<file path="src/rtl/sgb_pkg.sv">
`default_nettype none
package sgb_pkg;

    localparam int SCREEN_WIDTH  = 128;
    localparam int SCREEN_HEIGHT = 64;
    localparam int PAGE_COUNT    = (SCREEN_HEIGHT + 7) / 8;
    localparam int FRAME_BYTES   = SCREEN_WIDTH * PAGE_COUNT;
    localparam int ADDR_W        = $clog2(FRAME_BYTES);
    localparam int GLYPH_COLS    = 5;
    localparam int GLYPH_ROWS    = 7;
    localparam int GLYPH_PITCH   = 5 + 1;

    typedef enum logic [1:0] {
        OP_CLEAR = 2'd0,
        OP_DRAW  = 2'd1,
        OP_READ  = 2'd2,
        OP_NONE  = 2'd3
    } t_op;

    typedef struct packed {
        logic start_item;
        logic sweep_init;
        logic sweep_step;
        logic draw_init;
        logic col_start;
        logic col_step;
        logic page_rd;
        logic page_wr;
        logic page_next;
        logic x_step;
        logic draw_end;
        logic read_issue;
        logic load_out;
    } t_dp_cmd;

    typedef struct packed {
        logic sweep_last;
        logic draw_skip;
        logic bit_last;
        logic page_last;
        logic page_hit;
        logic sx_last;
        logic gcol_last;
        logic out_free;
    } t_dp_sts;

    // Maps a character code to its font entry; unknown codes give the blank.
    function automatic logic [5:0] glyph_index(input logic [7:0] c);
        logic [5:0] idx;
        idx = 6'd0;
        if (c >= 8'd32 && c <= 8'd58) begin
            idx = 6'(c - 8'd32);
        end else if (c >= 8'd65 && c <= 8'd90) begin
            idx = 6'(c - 8'd38);
        end else if (c == 8'd91) begin
            idx = 6'd53;
        end else if (c == 8'd93) begin
            idx = 6'd54;
        end
        return idx;
    endfunction

    // Five column bytes, column 0 in the low byte, bit 0 is the top row.
    function automatic logic [39:0] glyph_bits(input logic [5:0] idx);
        logic [39:0] g;
        case (idx)
            6'd0:  g = {8'h00, 8'h00, 8'h00, 8'h00, 8'h00};
            6'd1:  g = {8'h00, 8'h00, 8'h5F, 8'h00, 8'h00};
            6'd2:  g = {8'h00, 8'h07, 8'h00, 8'h07, 8'h00};
            6'd3:  g = {8'h14, 8'h7F, 8'h14, 8'h7F, 8'h14};
            6'd4:  g = {8'h12, 8'h2A, 8'h7F, 8'h2A, 8'h24};
            6'd5:  g = {8'h62, 8'h64, 8'h08, 8'h13, 8'h23};
            6'd6:  g = {8'h50, 8'h22, 8'h55, 8'h49, 8'h36};
            6'd7:  g = {8'h00, 8'h00, 8'h03, 8'h05, 8'h00};
            6'd8:  g = {8'h00, 8'h41, 8'h22, 8'h1C, 8'h00};
            6'd9:  g = {8'h00, 8'h1C, 8'h22, 8'h41, 8'h00};
            6'd10: g = {8'h14, 8'h08, 8'h3E, 8'h08, 8'h14};
            6'd11: g = {8'h08, 8'h08, 8'h3E, 8'h08, 8'h08};
            6'd12: g = {8'h00, 8'h00, 8'h30, 8'h50, 8'h00};
            6'd13: g = {8'h08, 8'h08, 8'h08, 8'h08, 8'h08};
            6'd14: g = {8'h00, 8'h00, 8'h60, 8'h60, 8'h00};
            6'd15: g = {8'h02, 8'h04, 8'h08, 8'h10, 8'h20};
            6'd16: g = {8'h3E, 8'h45, 8'h49, 8'h51, 8'h3E};
            6'd17: g = {8'h00, 8'h40, 8'h7F, 8'h42, 8'h00};
            6'd18: g = {8'h46, 8'h49, 8'h51, 8'h61, 8'h42};
            6'd19: g = {8'h31, 8'h4B, 8'h45, 8'h41, 8'h21};
            6'd20: g = {8'h10, 8'h7F, 8'h12, 8'h14, 8'h18};
            6'd21: g = {8'h39, 8'h45, 8'h45, 8'h45, 8'h27};
            6'd22: g = {8'h30, 8'h49, 8'h49, 8'h4A, 8'h3C};
            6'd23: g = {8'h03, 8'h05, 8'h09, 8'h71, 8'h01};
            6'd24: g = {8'h36, 8'h49, 8'h49, 8'h49, 8'h36};
            6'd25: g = {8'h1E, 8'h29, 8'h49, 8'h49, 8'h06};
            6'd26: g = {8'h00, 8'h00, 8'h36, 8'h36, 8'h00};
            6'd27: g = {8'h7E, 8'h11, 8'h11, 8'h11, 8'h7E};
            6'd28: g = {8'h36, 8'h49, 8'h49, 8'h49, 8'h7F};
            6'd29: g = {8'h22, 8'h41, 8'h41, 8'h41, 8'h3E};
            6'd30: g = {8'h1C, 8'h22, 8'h41, 8'h41, 8'h7F};
            6'd31: g = {8'h41, 8'h49, 8'h49, 8'h49, 8'h7F};
            6'd32: g = {8'h01, 8'h09, 8'h09, 8'h09, 8'h7F};
            6'd33: g = {8'h7A, 8'h49, 8'h49, 8'h41, 8'h3E};
            6'd34: g = {8'h7F, 8'h08, 8'h08, 8'h08, 8'h7F};
            6'd35: g = {8'h00, 8'h41, 8'h7F, 8'h41, 8'h00};
            6'd36: g = {8'h01, 8'h3F, 8'h41, 8'h40, 8'h20};
            6'd37: g = {8'h41, 8'h22, 8'h14, 8'h08, 8'h7F};
            6'd38: g = {8'h40, 8'h40, 8'h40, 8'h40, 8'h7F};
            6'd39: g = {8'h7F, 8'h02, 8'h0C, 8'h02, 8'h7F};
            6'd40: g = {8'h7F, 8'h10, 8'h08, 8'h04, 8'h7F};
            6'd41: g = {8'h3E, 8'h41, 8'h41, 8'h41, 8'h3E};
            6'd42: g = {8'h06, 8'h09, 8'h09, 8'h09, 8'h7F};
            6'd43: g = {8'h5E, 8'h21, 8'h51, 8'h41, 8'h3E};
            6'd44: g = {8'h66, 8'h19, 8'h09, 8'h09, 8'h7F};
            6'd45: g = {8'h32, 8'h49, 8'h49, 8'h49, 8'h26};
            6'd46: g = {8'h01, 8'h01, 8'h7F, 8'h01, 8'h01};
            6'd47: g = {8'h3F, 8'h40, 8'h40, 8'h40, 8'h3F};
            6'd48: g = {8'h1F, 8'h20, 8'h40, 8'h20, 8'h1F};
            6'd49: g = {8'h3F, 8'h40, 8'h38, 8'h40, 8'h3F};
            6'd50: g = {8'h63, 8'h14, 8'h08, 8'h14, 8'h63};
            6'd51: g = {8'h07, 8'h08, 8'h70, 8'h08, 8'h07};
            6'd52: g = {8'h43, 8'h45, 8'h49, 8'h51, 8'h61};
            6'd53: g = {8'h3F, 8'h20, 8'h20, 8'h20, 8'h3F};
            6'd54: g = {8'h3F, 8'h04, 8'h04, 8'h04, 8'h3F};
            default: g = 40'd0;
        endcase
        return g;
    endfunction

endpackage
`default_nettype wire

</file>
<file path="src/rtl/sgb_ctrl.sv">
`default_nettype none
module sgb_ctrl
    import sgb_pkg::*;
(
    input  wire logic    i_clk,
    input  wire logic    i_rst_n,
    input  wire logic    i_in_valid,
    input  wire logic [1:0] i_op,
    input  wire t_dp_sts i_sts,
    output t_dp_cmd      o_cmd,
    output logic         o_busy
);
    typedef enum logic [8:0] {
        S_CLR    = 9'b000000001,
        S_IDLE   = 9'b000000010,
        S_DSTART = 9'b000000100,
        S_BUILD  = 9'b000001000,
        S_PRD    = 9'b000010000,
        S_PWR    = 9'b000100000,
        S_XNEXT  = 9'b001000000,
        S_DEND   = 9'b010000000,
        S_RDATA  = 9'b100000000
    } t_state;

    t_state r_state, n_state;

    always_ff @(posedge i_clk) begin
        if (!i_rst_n) begin
            r_state <= S_CLR;
        end else begin
            r_state <= n_state;
        end
    end

    always_comb begin
        n_state = r_state;
        o_cmd   = '0;
        unique case (r_state)
            S_CLR: begin
                o_cmd.sweep_step = 1'b1;
                if (i_sts.sweep_last) begin
                    n_state = S_IDLE;
                end
            end
            S_IDLE: begin
                if (i_in_valid) begin
                    unique case (t_op'(i_op))
                        OP_CLEAR: begin
                            o_cmd.sweep_init = 1'b1;
                            n_state = S_CLR;
                        end
                        OP_DRAW: begin
                            o_cmd.start_item = 1'b1;
                            n_state = S_DSTART;
                        end
                        OP_READ: begin
                            o_cmd.read_issue = 1'b1;
                            n_state = S_RDATA;
                        end
                        default: begin
                            n_state = S_IDLE;
                        end
                    endcase
                end
            end
            S_DSTART: begin
                if (i_sts.draw_skip) begin
                    n_state = S_IDLE;
                end else begin
                    o_cmd.draw_init = 1'b1;
                    o_cmd.col_start = 1'b1;
                    n_state = S_BUILD;
                end
            end
            S_BUILD: begin
                o_cmd.col_step = 1'b1;
                if (i_sts.bit_last) begin
                    n_state = S_PRD;
                end
            end
            S_PRD: begin
                if (i_sts.page_hit) begin
                    o_cmd.page_rd = 1'b1;
                    n_state = S_PWR;
                end else if (i_sts.page_last) begin
                    n_state = S_XNEXT;
                end else begin
                    o_cmd.page_next = 1'b1;
                end
            end
            S_PWR: begin
                o_cmd.page_wr = 1'b1;
                if (i_sts.page_last) begin
                    n_state = S_XNEXT;
                end else begin
                    o_cmd.page_next = 1'b1;
                    n_state = S_PRD;
                end
            end
            S_XNEXT: begin
                o_cmd.x_step = 1'b1;
                if (i_sts.sx_last && i_sts.gcol_last) begin
                    n_state = S_DEND;
                end else if (i_sts.sx_last) begin
                    o_cmd.col_start = 1'b1;
                    n_state = S_BUILD;
                end else begin
                    n_state = S_PRD;
                end
            end
            S_DEND: begin
                o_cmd.draw_end = 1'b1;
                n_state = S_IDLE;
            end
            S_RDATA: begin
                if (i_sts.out_free) begin
                    o_cmd.load_out = 1'b1;
                    n_state = S_IDLE;
                end
            end
            default: begin
                n_state = S_IDLE;
            end
        endcase
    end

    assign o_busy = (r_state != S_IDLE);
endmodule
`default_nettype wire

</file>
<file path="config.mk">
export PLATFORM = sky130hd
export DESIGN_NAME = sgb_ctrl
export DESIGN_NICKNAME = d
export VERILOG_FILES = /design/src/rtl/sgb_pkg.sv /design/src/rtl/sgb_ctrl.sv
export SDC_FILE = /design/constraint.sdc
export NUM_CORES = 1
export LEC_CHECK = 0
export ABC_AREA = 0
export BUFFER_PORTS_ARGS = -buffer_cell sky130_fd_sc_hd__buf_2
export CORE_MARGIN = 10
export CORE_UTILIZATION = 40
export CTS_CLUSTER_DIAMETER = 200
export DETAILED_ROUTE_END_ITERATION = 8
export PLACE_DENSITY = 0.69
export SLEW_MARGIN = 40
export SYNTH_ARGS = -nofsm -noshare
export SYNTH_HDL_FRONTEND = slang
export SYNTH_SLANG_ARGS = --single-unit
</file>
<file path="constraint.sdc">
create_clock -name i_clk -period 1.7 [get_ports i_clk]
set_input_delay 0.255 -clock i_clk [delete_from_list [all_inputs] [get_ports i_clk]]
set_output_delay 0.255 -clock i_clk [all_outputs]
set_load 0.005 [all_outputs]
</file>
==> flow_summary.toml, run 1 <==
[timing]
fmax_ghz = 0.481
fin_crit_ns = 2.08
period_share_pct = 122
layout_setup_ws_ns = -0.379
setup_viol = 20
whs_ns = 0.237
finalClockSkew_ns = 0.00856
slew_headroom_pct = 76.0
rsz0062_at_grt = "yes"
final_hold_viol_count = 0
worstMarginPinSlew_ns = 0.357
finalMaxSlewViolations = 0
setup_tns_ns = -4.46

[synth]
synth_top_family_by_area = "simple AND/OR/NAND/NOR gates"
avgSynthCellArea_um2 = 8.39
yosysWarnings = 0
synthCells = 88
ys_seq_area_share_pct = 24.4
synthMuxAreaShare_pct = 1.36
synthAdderAreaFrac_pct = 0
synth-xor-area-share_pct = 2.37
yosysUniqueCellTypes = 39
synth_fp_nets = 101
synth_area_um2 = 738
synth-compound-area-share_pct = 14.7
yosys_register_bits = 9
synth-simple-area-share_pct = 52.5

[setup_path]
worstSetupPathType = "reg -> out"
slowest_stage = "nor4_4"
required_ns = 1.44
r2r_slack_ns = -0.35
crit_fanout = 4
worstPathArrival_ns = 1.82
start_kind = "flip-flop"
worst_setup_path_end_kind = "primary output"
critical-path-max-stage-delay_ns = 0.40
cp_cell_sequence = "nor4_4, nand4_1, buf_6, and4bb_2, buf_2"

[cells_and_area]
regMostFlops = "r_state"
final_common_cell = "buf_4"
antenna_cells = 0
largest_reg_flops = 9
areaGrowthSynthToFinish_pct = 79.0
finalInstanceArea_um2 = 1320
final.fill_count = 127
final_cell_mix = "buf_4 (29), buf_2 (25), nor2_1 (8), buf_6 (8)"
post-route-util_pct = 75.7
drive_above_1_share_pct = 62.9
nets = 165
reg.largest.list = "r_state x9"
final_cell_count_no_fill = 176

[detailed_routing]
vias = 1021
first_pass_iters = 4
route.detailed.drc = 0
drt_iter0_markers = 44
avgViaCountPerCell = 5.80
ant_nets = 0
routed_wl_mm = 3.17
wl_per_cell_um = 18.0

[clock_tree]
holdBufCountCts = 0
cts.sinks = 9
clk-insertion-delay-late_ns = 0.28
clk_pin_slew_worst_paths_ns = 0.08
cts_tree = "yes"
cts_root_buf = "clkbuf_4"
cts_made_buffers = 3
h-tree-depth = 1
clk_path_buf_depth = 2

[place]
port_buffers = 26
routabilityCongestion = 0.856
placed_cells = 160
placed_area_um2 = 1060
dp_hpwl_mm = 2.01

[status]
outcome = "finished, violations left"
violations = "setup timing"

[floorplan]
initial_core_util_pct = 42.3
die_h_um = 63.0
die_w_um = 63.0
coreArea_um2 = 1750
dieArea_um2 = 3960
ios = 27
rows = 15

[global_routing]
antenna_found_initial = 0
first_global_vias = 1003
grt_use_total_pct = 14.8
grt_overflow = 0
grt_start_max_net_pins = 9
grt_pass1_wl_mm = 4.80

[hold_path]
min_path_type = "in -> reg"

[power_and_ir_drop]
ir_drop_uv = 431
p_per_area_nw_per_um2 = 530
p_leak_uw = 0.000604

[job]
drv_cap = 0
==> per-stage QoR <==
stage,total power (uW),setup slack (ns)
6_report,701,-0.379
5_1_grt,730,-0.482
4_1_cts,637,-0.372
3_5_place_dp,434,-0.149
3_3_place_gp,429,-0.0661
2_1_floorplan,339,-0.00882
==> worst max-delay path, delay by kind of cell, from the launching register on <==
family | cells | cell delay (ns)
DFF | 1 | 0.36
buffers and inverters | 2 | 0.29
and+or+nand+nor | 3 | 0.90
==> power by group <==
group          internal [uW]  total (uW)  switching, uW
sequential               219         227           8.08
clock                   87.2         187           99.8
combinational            140         286            146
==> synthesized netlist by cell type <==
cell type	instances	area (um2)
or2_1	1	6.26
o21bai_1	1	7.51
and4b_1	2	20.0
o221ai_1	1	8.76
nand4_1	3	18.8
nor2_1	11	41.3
nor3b_1	1	7.51
nor2b_1	1	6.26
or3_1	2	12.5
a21oi_1	4	20.0
nor4b_2	2	30.0
buf_6	1	11.3
nand2b_1	5	31.3
inv_1	4	15.0
nor4_4	2	42.5
xor2_1	1	8.76
xnor2_1	1	8.76
o31ai_1	1	7.51
and4bb_2	1	12.5
o21a_1	1	7.51
nand3_1	3	15.0
o221a_1	1	11.3
o211ai_2	1	12.5
nand4b_1	2	17.5
or3b_2	1	8.76
o211a_1	1	10.0
a211oi_1	2	15.0
nand2_1	4	15.0
o22a_1	1	8.76
nand2_2	1	6.26
nor4_1	1	6.26
nor3_4	1	16.3
mux2i_1	1	10.0
nand3b_1	3	22.5
nor3_1	5	25.0
and2_1	2	12.5
or4b_4	1	13.8
dfxtp_1	9	180
clkbuf_1	2	7.51
==> metal layers <==
layer  vias to the layer above  GRT usage, %  wire (um)
li1                        454             -          -
met1                       489          15.5       1200
met2                        70          25.0       1600
met3                         8          5.20        304
met4                         0          8.10         62
met5                         -             0          0
==> repair_timing <==
action | CTS | global route
setup buffers | 10 | 9
pin swaps | 11 | 7
resized for setup | 12 | 24
endpoints found under the setup margin | 20 | 23
endpoints found under the hold margin | 0 | 0
==> final timing paths <==
path              startpoint         end  depth (start not counted)
hold / removal       i_rst_n  r_state[8]                          2
setup / recovery  r_state[4]    o_cmd[1]                          5
setup reg to reg  r_state[4]  r_state[7]                          7
hold reg to reg   r_state[8]  r_state[5]                          4
==> cell type report <==
class / instances / area [um2] / share of cell area (%)
well taps: 25 / 31.3 / 2.37
flip-flops and latches: 9 / 191 / 14.5
clock buffers: 3 / 22.5 / 1.70
repair buffers: 62 / 433 / 32.8
inverters: 4 / 15.0 / 1.14
clock inverters: 1 / 5.00 / 0.379
multi-input cells: 72 / 623 / 47.2
==> cells by family (layout without fill, tap and decap cells) <==
logic type / Yosys count / in the layout
compound gates: 14 / 14
xor+xnor: 2 / 2
buf+inv: 7 / 70
flops: 9 / 9
mux: 1 / 1
simple gates: 55 / 55
Power figures use the tool's default switching activity.
==> inputs of run 2 (changes only) <==
- BUFFER_PORTS_ARGS: -buffer_cell sky130_fd_sc_hd__buf_2 -> unset
- CAP_MARGIN: unset -> 40
- CTS_CLUSTER_SIZE: unset -> 14
- DONT_BUFFER_PORTS: unset -> 1
- PLACE_DENSITY: 0.69 -> unset
==> run 2 against run 1 <==
  * The run still ends with setup timing left
  * Register-to-register slack better by 0.30 ns
  * Global-route usage down 3.1 points
  * Sequential share of layout area up 3.1 points
  * Critical endpoint unchanged
  * Sequential power about the same
  * Critical path type unchanged
  * Wire length down 21%
==> flow_summary.toml, run 2 (synthesis results as in run 1) <==
[detailed_routing]
ant_nets = 0
routed_wl_mm = 2.51
avgViaCountPerCell = 5.93
wl_per_cell_um = 17.3
drt_iter0_markers = 22
first_pass_iters = 4
route.detailed.drc = 0
vias = 860

[status]
outcome = "finished, violations left"
violations = "setup timing"

[clock_tree]
cts.sinks = 9
clk_pin_slew_worst_paths_ns = 0.08
holdBufCountCts = 0
cts_made_buffers = 3
clk-insertion-delay-late_ns = 0.28
cts_tree = "yes"
clk_path_buf_depth = 2
h-tree-depth = 1
cts_root_buf = "clkbuf_4"

[global_routing]
first_global_vias = 813
grt_overflow = 0
grt_start_max_net_pins = 9
grt_pass1_wl_mm = 3.84
grt_use_total_pct = 11.7
antenna_found_initial = 0

[cells_and_area]
final.fill_count = 155
drive_above_1_share_pct = 48.3
final_common_cell = "buf_4"
final_cell_mix = "buf_4 (29), nor2_1 (10), nand2b_1 (5)"
largest_reg_flops = 9
final_cell_count_no_fill = 145
regMostFlops = "r_state"
antenna_cells = 0
areaGrowthSynthToFinish_pct = 47.8
nets = 134
reg.largest.list = "r_state x9"

[timing]
worstMarginPinSlew_ns = 0.316
finalClockSkew_ns = 0.0128
period_share_pct = 110
final_hold_viol_count = 0
slew_headroom_pct = 78.9
finalMaxSlewViolations = 0
whs_ns = 0.103
fin_crit_ns = 1.87
setup_viol = 16
rsz0062_at_grt = "yes"
layout_setup_ws_ns = -0.166
fmax_ghz = 0.536
setup_tns_ns = -1.07

[floorplan]
die_w_um = 63.0
initial_core_util_pct = 42.3
die_h_um = 63.0
rows = 15
coreArea_um2 = 1750
ios = 27
dieArea_um2 = 3960

[power_and_ir_drop]
p_per_area_nw_per_um2 = 580
ir_drop_uv = 434
p_leak_uw = 0.000443
finalPower_uw = 632

[setup_path]
worstSetupPathType = "reg -> out"
start_kind = "flip-flop"
r2r_cells = 5
worstPathArrival_ns = 1.61
worst_setup_path_end_kind = "primary output"
crit_fanout = 6
required_ns = 1.44

[hold_path]
hold_depth = 1
min_path_type = "in -> reg"

[job]
drv_cap = 0

[place]
pre_cts_slack_ns = -0.105
routabilityCongestion = 0.824
dp_hpwl_mm = 1.81
port_buffers = 0
placed_cells = 133
run 2: cell types whose count changed in the layout (fill, tap and decap cells not counted), moves of 2 or more:
cell | previous run | this run
nor4b_4 | 2 | 0
nor2_1 | 8 | 10
nor3_2 | 4 | 1
nor4b_2 | 0 | 2
buf_2 | 25 | 0
nor3_1 | 1 | 3
nor2_2 | 3 | 0
buf_6 | 8 | 2
run 2: repair_timing:
action / in CTS / in global routing
pin swaps: 4 / 10
setup endpoints to repair: 16 / 17
resized for setup: 10 / 12
setup buffers: 4 / 6
hold endpoints to repair: 0 / 0
run 2: path summary, 6_finish.rpt:
check / start / to / slack, ns
hold / removal: i_rst_n / r_state[8] / 0.10
setup / recovery: r_state[5] / o_cmd[1] / -0.17
setup reg to reg: r_state[5] / r_state[4] / -0.05
hold reg to reg: r_state[5] / r_state[5] / 0.60
run 2: metal layers:
metal	wire (um)	share of wire, %	vias to the layer above	global-route usage [%]
met5	0	0	-	0
met4	61	2.4	0	2.79
met3	311	12	9	6.63
met2	1210	48	45	19.2
met1	932	37	404	12.6
li1	-	-	402	-
run 2: cell type report:
cell class | instances | area (um2) | share of cell area [%]
clock buffers | 4 | 26.3 | 2.41
well taps | 25 | 31.3 | 2.87
multi-input cells | 72 | 587 | 53.8
flip-flops and latches | 9 | 191 | 17.5
inverters | 4 | 15.0 | 1.38
repair buffers | 31 | 240 | 22.0
run 2: power breakdown:
part	leakage (uW)	total, uW	switching, uW	internal, uW
registers	0.0000761	230	10.5	219
clock network	0.0000150	180	89.5	90.8
logic	0.000352	222	110	112
run 2: critical path, cell delays in order (launching register included):
cell and delay [ns]:
dfxtp_4 0.37, nor4_4 0.23, buf_4 0.17, nand4_1 0.17, and4bb_2 0.38
run 2: through the flow:
| step | cell area [um2] | util [%] |
|---|---|---|
| after CTS | 1010 | 57.8 |
| after floorplan | 738 | - |
| after global placement | 923 | 52.9 |
| after global routing | 1090 | 62.5 |
| final | 1090 | 62.5 |
| after detailed placement | 923 | 52.9 |
